### config.mk
export PLATFORM = sky130hd
export DESIGN_NAME = sample_truncate_saturate_packer
export DESIGN_NICKNAME = d
export VERILOG_FILES = /design/src/rtl/stp_pkg.sv /design/src/rtl/stp_front.sv /design/src/rtl/stp_sat.sv /design/src/rtl/stp_serial.sv /design/src/rtl/sample_truncate_saturate_packer.sv
export VERILOG_INCLUDE_DIRS = /design/src /design/src/rtl
export SDC_FILE = /design/constraint.sdc
export NUM_CORES = 1
export LEC_CHECK = 0
export BUFFER_PORTS_ARGS = -buffer_cell sky130_fd_sc_hd__buf_2
export CORE_MARGIN = 2
export CORE_UTILIZATION = 35
export DETAILED_ROUTE_END_ITERATION = 7
export GPL_ROUTABILITY_DRIVEN = 0
export GPL_TIMING_DRIVEN = 0
export PLACE_DENSITY = 0.57
export REMOVE_ABC_BUFFERS = 1
export SYNTH_ARGS = -nofsm -noshare
export SYNTH_HDL_FRONTEND = slang
export SYNTH_SLANG_ARGS = --single-unit
export TNS_END_PERCENT = 10
### constraint.sdc
create_clock -name clock -period 10.4 [get_ports clock]
set_input_delay 0.52 -clock clock [delete_from_list [all_inputs] [get_ports clock]]
set_output_delay 0.52 -clock clock [all_outputs]
set_load 0.02 [all_outputs]
### src/rtl/sample_truncate_saturate_packer_macros.svh
// Assertion macros for the sample packer.
`ifndef SAMPLE_TRUNCATE_SATURATE_PACKER_MACROS_SVH
`define SAMPLE_TRUNCATE_SATURATE_PACKER_MACROS_SVH

// same-cycle implication
`define STP_ASSERT_NOW(lbl, clk, rst, ante, cons) \
   lbl: assert property (@(posedge clk) disable iff (rst) (ante) |-> (cons)) \
      else $error("stp check failed");

// next-cycle implication
`define STP_ASSERT_NEXT(lbl, clk, rst, ante, cons) \
   lbl: assert property (@(posedge clk) disable iff (rst) (ante) |=> (cons)) \
      else $error("stp check failed");

`endif

### src/rtl/stp_pkg.sv
// Shared control type, constants and saturation function of the sample packer.
package stp_pkg;

   localparam int SAMPLE_BITS_DEF = 32;
   localparam int WORD_BITS       = 32;
   localparam int BYTE_BITS       = 8;
   localparam int AXES            = 3;
   localparam int AXIS_BITS       = $clog2(AXES);
   localparam logic [7:0] MAX_WIDTH = 8'd4;
   localparam logic [7:0] MAX_SHIFT = 8'd31;

   typedef struct packed {
      logic [2:0] width;
      logic [4:0] shift;
      logic       fin;
      logic       err;
   } stp_ctl_type;

   // clamp to the signed range of w bytes
   function automatic logic signed [WORD_BITS-1:0] sat_word(
      input logic signed [WORD_BITS-1:0] v,
      input logic [2:0]                  w);
      logic [4:0]                  k;
      logic signed [WORD_BITS-1:0] hi;
      logic signed [WORD_BITS-1:0] ones;
      k    = 5'(BYTE_BITS * int'(w) - 1);
      ones = '1;
      hi   = v >>> k;
      if (hi == '0 || hi == ones) begin
         sat_word = v;
      end else if (v[WORD_BITS-1]) begin
         sat_word = ones << k;
      end else begin
         sat_word = ~(ones << k);
      end
   endfunction

endpackage

### src/rtl/stp_front.sv
// Input capture, field check, then arithmetic shift and round-toward-zero flag.
module stp_front import stp_pkg::*; #(
   parameter int SAMPLE_BITS = SAMPLE_BITS_DEF
) (
   input  logic                                clock,
   input  logic                                reset,
   input  logic                                in_valid,
   output logic                                in_ready,
   input  logic [AXES-1:0][SAMPLE_BITS-1:0]    in_samp,
   input  logic [7:0]                          in_width,
   input  logic [7:0]                          in_shift,
   input  logic                                in_fin,
   output logic                                out_valid,
   input  logic                                out_ready,
   output logic [AXES-1:0][SAMPLE_BITS-1:0]    out_quot,
   output logic [AXES-1:0]                     out_inc,
   output stp_ctl_type                         out_ctl
);

   logic                             v1_ff, v1_in, v2_ff, v2_in;
   logic                             r1, r2;
   logic [AXES-1:0][SAMPLE_BITS-1:0] samp_ff;
   stp_ctl_type                      ctl1_ff, ctl1_in, ctl2_ff;
   logic [AXES-1:0][SAMPLE_BITS-1:0] quot_ff, quot_in;
   logic [AXES-1:0]                  inc_ff, inc_in;
   logic [SAMPLE_BITS-1:0]           mask;

   assign r2       = !v2_ff || out_ready;
   assign r1       = !v1_ff || r2;
   assign in_ready = r1;

   always_comb begin
      v1_in = v1_ff;
      if (r1) begin
         v1_in = in_valid;
      end
      v2_in = v2_ff;
      if (r2) begin
         v2_in = v1_ff;
      end
   end

   always_comb begin
      ctl1_in.width = in_width[2:0];
      ctl1_in.shift = in_shift[4:0];
      ctl1_in.fin   = in_fin;
      ctl1_in.err   = (in_width == '0) || (in_width > MAX_WIDTH) || (in_shift > MAX_SHIFT);
   end

   always_comb begin
      mask = ~({SAMPLE_BITS{1'b1}} << ctl1_ff.shift);
      for (int a = 0; a < AXES; a++) begin
         quot_in[a] = $signed(samp_ff[a]) >>> ctl1_ff.shift;
         inc_in[a]  = samp_ff[a][SAMPLE_BITS-1] && |(samp_ff[a] & mask);
      end
   end

   always_ff @(posedge clock) begin
      if (reset) begin
         v1_ff <= 1'b0;
         v2_ff <= 1'b0;
      end else begin
         v1_ff <= v1_in;
         v2_ff <= v2_in;
      end
   end

   always_ff @(posedge clock) begin
      if (r1 && in_valid) begin
         samp_ff <= in_samp;
         ctl1_ff <= ctl1_in;
      end
      if (r2 && v1_ff) begin
         quot_ff <= quot_in;
         inc_ff  <= inc_in;
         ctl2_ff <= ctl1_ff;
      end
   end

   assign out_valid = v2_ff;
   assign out_quot  = quot_ff;
   assign out_inc   = inc_ff;
   assign out_ctl   = ctl2_ff;

endmodule

### src/rtl/stp_sat.sv
// Round-up add and saturation to the selected byte width.
module stp_sat import stp_pkg::*; #(
   parameter int SAMPLE_BITS = SAMPLE_BITS_DEF
) (
   input  logic                              clock,
   input  logic                              reset,
   input  logic                              in_valid,
   output logic                              in_ready,
   input  logic [AXES-1:0][SAMPLE_BITS-1:0]  in_quot,
   input  logic [AXES-1:0]                   in_inc,
   input  stp_ctl_type                       in_ctl,
   output logic                              out_valid,
   input  logic                              out_ready,
   output logic [AXES-1:0][WORD_BITS-1:0]    out_word,
   output stp_ctl_type                       out_ctl
);

   logic                             v_ff, v_in;
   logic [AXES-1:0][WORD_BITS-1:0]   word_ff, word_in;
   stp_ctl_type                      ctl_ff;
   logic signed [SAMPLE_BITS-1:0]    sum [AXES];

   assign in_ready = !v_ff || out_ready;

   always_comb begin
      v_in = v_ff;
      if (in_ready) begin
         v_in = in_valid;
      end
      for (int a = 0; a < AXES; a++) begin
         sum[a]     = $signed(in_quot[a] + SAMPLE_BITS'(in_inc[a]));
         word_in[a] = sat_word(WORD_BITS'(sum[a]), in_ctl.width);
      end
   end

   always_ff @(posedge clock) begin
      if (reset) begin
         v_ff <= 1'b0;
      end else begin
         v_ff <= v_in;
      end
   end

   always_ff @(posedge clock) begin
      if (in_ready && in_valid) begin
         word_ff <= word_in;
         ctl_ff  <= in_ctl;
      end
   end

   assign out_valid = v_ff;
   assign out_word  = word_ff;
   assign out_ctl   = ctl_ff;

endmodule

### src/rtl/stp_serial.sv
// Byte serializer: emits each axis most significant byte first.
module stp_serial import stp_pkg::*; (
   input  logic                            clock,
   input  logic                            reset,
   input  logic                            in_valid,
   output logic                            in_ready,
   input  logic [AXES-1:0][WORD_BITS-1:0]  in_word,
   input  stp_ctl_type                     in_ctl,
   output logic                            out_valid,
   input  logic                            out_ready,
   output logic [BYTE_BITS-1:0]            out_byte,
   output logic                            out_last,
   output logic                            out_eop,
   output logic                            out_err
);

   logic                           v_ff, v_in;
   logic [AXES-1:0][WORD_BITS-1:0] word_ff;
   stp_ctl_type                    ctl_ff;
   logic [AXIS_BITS-1:0]           axis_ff, axis_in;
   logic [1:0]                     bidx_ff, bidx_in;
   logic [1:0]                     top_b, pos;
   logic                           wlast, last, load;
   logic [WORD_BITS-1:0]           cur;

   assign top_b    = 2'(ctl_ff.width - 3'd1);
   assign wlast    = bidx_ff == top_b;
   assign last     = ctl_ff.err || (axis_ff == AXIS_BITS'(AXES - 1) && wlast);
   assign in_ready = !v_ff || (out_ready && last);
   assign load     = in_ready && in_valid;
   assign pos      = top_b - bidx_ff;
   assign cur      = word_ff[axis_ff];

   always_comb begin
      v_in    = v_ff;
      axis_in = axis_ff;
      bidx_in = bidx_ff;
      if (load) begin
         v_in    = 1'b1;
         axis_in = '0;
         bidx_in = '0;
      end else if (v_ff && out_ready) begin
         if (last) begin
            v_in = 1'b0;
         end else if (wlast) begin
            axis_in = axis_ff + AXIS_BITS'(1);
            bidx_in = '0;
         end else begin
            bidx_in = bidx_ff + 2'd1;
         end
      end
   end

   always_ff @(posedge clock) begin
      if (reset) begin
         v_ff    <= 1'b0;
         axis_ff <= '0;
         bidx_ff <= '0;
      end else begin
         v_ff    <= v_in;
         axis_ff <= axis_in;
         bidx_ff <= bidx_in;
      end
   end

   always_ff @(posedge clock) begin
      if (load) begin
         word_ff <= in_word;
         ctl_ff  <= in_ctl;
      end
   end

   assign out_valid = v_ff;
   assign out_byte  = ctl_ff.err ? '0 : cur[pos*BYTE_BITS +: BYTE_BITS];
   assign out_last  = last;
   assign out_eop   = last && ctl_ff.fin;
   assign out_err   = ctl_ff.err;

endmodule

### src/rtl/sample_truncate_saturate_packer.sv
// Top level of the saturating big-endian sample packer.
//
//  channel  dir  handshake             payload
//  req      in   req_tvalid/tready     tdata: x, y, z, width, shift; tlast: packet end
//  rsp      out  rsp_tvalid/tready     tdata: byte; tuser: item end, error; tlast: packet end
//
// Four register stages: capture and check, shift, round and saturate, byte serializer.
// The first word of an item leaves after the capture, shift, saturate and serializer registers.
// The serializer sets the sustained rate: it emits 3 * width words per item (3 to 12), one word for a rejected
// item, at one word per cycle while rsp_tready is high, and takes the next item as the last word leaves.
// Synchronous reset clears the valid bits and the serializer counters; a stalled word
// holds while the stages in front keep filling.
module sample_truncate_saturate_packer import stp_pkg::*; #(
   parameter int SAMPLE_BITS = SAMPLE_BITS_DEF
) (
   input  logic         clock,
   input  logic         reset,
   input  logic         req_tvalid,
   output logic         req_tready,
   input  logic [111:0] req_tdata,   // sample_x, sample_y, sample_z, byte_width, shift_count
   input  logic         req_tlast,
   output logic         rsp_tvalid,
   input  logic         rsp_tready,
   output logic [7:0]   rsp_tdata,   // data_byte
   output logic [1:0]   rsp_tuser,   // last_of_item, field_error
   output logic         rsp_tlast
);

   logic [AXES-1:0][SAMPLE_BITS-1:0] samp, quot;
   logic [AXES-1:0]                  inc;
   logic [AXES-1:0][WORD_BITS-1:0]   word;
   stp_ctl_type                      f_ctl, s_ctl;
   logic                             f_valid, f_ready, s_valid, s_ready;
   logic                             last, err;

   always_comb begin
      for (int a = 0; a < AXES; a++) begin
         samp[a] = req_tdata[a*WORD_BITS +: SAMPLE_BITS];
      end
   end

   stp_front #(.SAMPLE_BITS(SAMPLE_BITS)) u_front (
      .clock     (clock),
      .reset     (reset),
      .in_valid  (req_tvalid),
      .in_ready  (req_tready),
      .in_samp   (samp),
      .in_width  (req_tdata[103:96]),
      .in_shift  (req_tdata[111:104]),
      .in_fin    (req_tlast),
      .out_valid (f_valid),
      .out_ready (f_ready),
      .out_quot  (quot),
      .out_inc   (inc),
      .out_ctl   (f_ctl)
   );

   stp_sat #(.SAMPLE_BITS(SAMPLE_BITS)) u_sat (
      .clock     (clock),
      .reset     (reset),
      .in_valid  (f_valid),
      .in_ready  (f_ready),
      .in_quot   (quot),
      .in_inc    (inc),
      .in_ctl    (f_ctl),
      .out_valid (s_valid),
      .out_ready (s_ready),
      .out_word  (word),
      .out_ctl   (s_ctl)
   );

   stp_serial u_serial (
      .clock     (clock),
      .reset     (reset),
      .in_valid  (s_valid),
      .in_ready  (s_ready),
      .in_word   (word),
      .in_ctl    (s_ctl),
      .out_valid (rsp_tvalid),
      .out_ready (rsp_tready),
      .out_byte  (rsp_tdata),
      .out_last  (last),
      .out_eop   (rsp_tlast),
      .out_err   (err)
   );

   assign rsp_tuser = {err, last};

`include "sample_truncate_saturate_packer_macros.svh"

   `STP_ASSERT_NOW(a_err_word, clock, reset, rsp_tvalid && err, rsp_tdata == 8'd0 && last)
   `STP_ASSERT_NOW(a_eop_last, clock, reset, rsp_tvalid && rsp_tlast, last)
   `STP_ASSERT_NEXT(a_item_runs, clock, reset, rsp_tvalid && rsp_tready && !last, rsp_tvalid)

endmodule

==> results.py <==
metrics = {
    "sta": {
        "fin_crit_sh": 0.6453,
        "hold_viol_final": 0,
        "timing_max_transition_violations_final": 0,
        "fin_crit_ns": 6.711,
        "rsz0062_at_grt": "no",
        "hold_slack_ns": 0.1059,
        "fmax_mhz": 149.0,
        "finalClockSkew_ns": 0.03621,
        "finalSetupViolCount": 0,
        "tightest_slew_ns": 1.379,
        "relSlewSlack": 0.07391,
    },
    "yosys": {
        "synth-simple-area-share": 0.1392,
        "syn_area_per_cell_sq_um": 11.11,
        "syn_area_sq_mm": 0.02396,
        "async_flop_share": 0,
        "ys_seq_area_frac": 0.5180,
        "syn-instance-count": 2156,
        "synth_adder_area_share": 0.006058,
        "synth_top_family_by_area": "multiplexers",
        "synth_compound_area_frac": 0.1287,
        "muxShareOfSynthArea": 0.1437,
        "synth_xor_area_frac": 0.03546,
        "synthDistinctLibCells": 89,
        "synth-seq-cells": 416,
        "yosysWarningCount": 0,
        "synth_edf_count": 408,
        "ys.flop_type": "edfxtp_1",
    },
    "worst_setup_path": {
        "required_ns": 10.69,
        "crit_chain": "buf_16 -> inv_1 -> ha_1 -> clkinv_1 -> nor3_1 -> o31ai_1 -> o221ai_1 -> nand3_1 -> a2111oi_0 -> o21ai_1 -> a21o_1 -> nand2_2 -> mux2_1",
        "worst-setup-path-type": "reg -> reg",
        "rr_startpoint": "u_front.out_ctl[7]",
        "reg2reg_depth": 13,
        "path_max_fanout": 37,
        "slowest_delay_ns": 1.19,
        "critPathArrivalTime_ns": 7.00,
        "reg2reg_to": "u_sat.out_word[79]",
        "crit_path_start_kind": "flip-flop",
        "slowest_stage": "ha_1",
        "r2r_setup_slack_ns": 3.69,
        "crit_path_end_kind": "flip-flop",
    },
    "global_route": {
        "grt_pass1_wl_microns": 98730,
        "grt_usage": 0.1760,
        "grt_max_degree": 78,
        "antenna_found_initial": 1,
        "grt_pass1_vias": 16830,
        "gr-total-overflow": 0,
    },
    "route": {
        "post-route-drc-count": 0,
        "drtIter0Drc": 1753,
        "wire_per_inst_microns": 20.02,
        "drt_first_pass_iters": 5,
        "via_per_inst": 5.619,
        "wl_microns": 62790,
        "via_count": 17620,
        "ant_nets": 0,
    },
    "place": {
        "portBuffers": 129,
        "placed_cells": 3054,
        "hpwlAfterDp_microns": 47360,
    },
    "cts": {
        "worstSkewPairLatency_ns": 0.59,
        "clkTransAtPathRegs_ns": 0.06,
        "clock-root-buffer": "clkbuf_16",
        "cts_tree": "built",
        "cts_inserted_buffers": 46,
        "cts_resized": 0,
        "clockBufferDepth": 3,
        "cts_hold_buf": 0,
        "cts_setup_buffers": 0,
        "cts_sinks": 416,
        "h-tree-depth": 2,
    },
    "hold_path": {
        "hold_start": "req_tdata[20]",
        "min_path_cells": 1,
        "worstHoldPathType": "in -> reg",
        "holdPathEnd": "u_front.samp_ff[20]",
    },
    "flow_run": {
        "max-cap-violations": 0,
    },
    "final_layout": {
        "layout_commonest_cell": "edfxtp_1",
        "area_delta_synth_final_pct": 15.11,
        "final_cell_mix": "edfxtp_1, nand2_1, mux2i_1, o21ai_0, nor2_1",
        "drive_above_1_share": 0.1595,
        "fin_cells": 3136,
        "antenna_cells": 0,
        "final_nets": 2357,
    },
    "die": {
        "io_pins": 130,
        "die_h_microns": 265.6,
        "die_x_microns": 265.6,
        "rows": 95,
        "dieArea_sq_mm": 0.07056,
        "core_region_area_sq_mm": 0.06751,
        "start_util": 0.3549,
    },
    "run_status": {
        "outcome": "completed",
    },
    "pwr": {
        "power_density_mw_per_mm2": 161.5,
        "leakagePower_uw": 0.009661,
        "peakVddDrop_uv": 123.7,
    },
}
[kinds of logic after synthesis]
group           after synthesis
buf+inv                     169
compound gates              492
mux                         286
fa+ha+maj                    12
simple gates                684
xor+xnor                     97
flops                       416
[metal layers]
layer | wire (microns) | track usage | part of all wire | up-vias
li1 | - | - | - | 8408
met1 | 29290 | 0.2517 | 0.47 | 8491
met2 | 28520 | 0.2772 | 0.45 | 617
met3 | 3216 | 0.02324 | 0.051 | 104
met4 | 1753 | 0.05618 | 0.028 | 2
met5 | 11 | 0 | 0.00018 | -
[through the flow]
| stage | setup TNS (ns) | worst slack (ns) | util | instance area (sq um) | total power, uW |
|---|---|---|---|---|---|
| after global placement | -360.01 | -3.440 | 0.3719 | 25110 | 2882 |
| after global routing | 0 | 3.199 | 0.4085 | 27580 | 4645 |
| after CTS | 0 | 3.855 | 0.4081 | 27550 | 4484 |
| final | 0 | 3.689 | 0.4085 | 27580 | 4454 |
| after floorplan | 0 | 0.2604 | - | 23370 | 2619 |
| after detailed placement | 0 | 3.926 | 0.3866 | 26100 | 2910 |
[layout make-up]
| cell class | instances | area (sq um) |
|---|---|---|
| Multi-Input combinational cell | 1571 | 10920 |
| Sequential cell | 416 | 12410 |
| Tap cell | 873 | 1092 |
| Clock inverter | 24 | 235.2 |
| Timing Repair Buffer | 167 | 1597 |
| Fill cell | 6374 | 39940 |
| Inverter | 28 | 107.6 |
| Clock buffer | 57 | 1214 |
[worst max path at each step]
stage,end,cells past startpoint,from,slack [ns]
after floorplan,u_sat.out_ctl[0],5,u_serial.ctl_ff[7],0.26
after global placement,u_sat.out_word[1],5,u_serial.ctl_ff[7],-3.44
after detailed placement,u_sat.out_word[76],13,u_front.out_ctl[7],3.93
final,u_sat.out_word[79],13,u_front.out_ctl[7],3.69
after global routing,u_sat.out_word[76],13,u_front.out_ctl[7],3.20
after CTS,u_sat.out_word[76],13,u_front.out_ctl[7],3.86
[worst max-delay path: cells and delay by family, from the launching register on]
family	cells	cell delay, ns
AOI/OAI and AO/OA	5	0.99
adders and majority gates	1	1.19
buffers and inverters	3	2.04
DFF	1	0.66
muxes	1	0.45
and+or+nand+nor	3	1.05
[sequential cells by signal (all words and copies together) (netlist names)]
signal              flops
u_serial.bidx_ff        2
u_serial.out_valid      1
u_sat.out_ctl           4
u_front.ctl1_ff         9
u_serial.ctl_ff         3
u_front.samp_ff        96
u_sat.out_valid         1
u_front.out_inc         3
u_front.out_ctl         4
u_serial.axis_ff        2
u_serial.out_err        1
u_front.v1_ff           1
u_sat.out_word         96
u_front.out_quot       96
u_serial.word_ff       96
u_front.out_valid       1
[power breakdown]
part           internal [uW]  leakage (uW)  total [uW]  switching (uW)
clock                    907      0.000694        1560             658
combinational            320       0.00508         800             479
sequential              1980       0.00388        2090             110
total                   3210       0.00966        4450            1250
[cell usage after synthesis, types with 6 or more instances]
cell,number,area share
o22ai_1,14,0.0037
mux2_1,14,0.0066
edfxtp_1,408,0.51
nor2_1,144,0.023
a21oi_1,125,0.026
dfxtp_1,8,0.0067
xor2_1,46,0.017
a31oi_1,27,0.0070
mux2i_1,183,0.076
mux2_2,49,0.023
o31ai_1,6,0.0019
o221ai_1,6,0.0022
or3_1,6,0.0016
and2_1,20,0.0052
o211ai_1,18,0.0056
nand3_1,60,0.013
nor3_1,43,0.0090
buf_1,28,0.0044
nand2b_1,12,0.0031
nand2_1,250,0.039
clkbuf_1,97,0.015
a211oi_1,31,0.0097
a2111oi_0,7,0.0026
and3_1,19,0.0050
buf_4,6,0.0019
a21o_1,21,0.0066
ha_1,10,0.0052
o21a_1,10,0.0031
and4_1,12,0.0044
nand4_1,51,0.013
o21ai_0,150,0.031
nor2b_1,13,0.0034
buf_2,8,0.0017
inv_1,24,0.0038
nor4_1,22,0.0057
mux4_2,40,0.038
xnor2_1,51,0.019
Power figures use the tool's default switching activity.
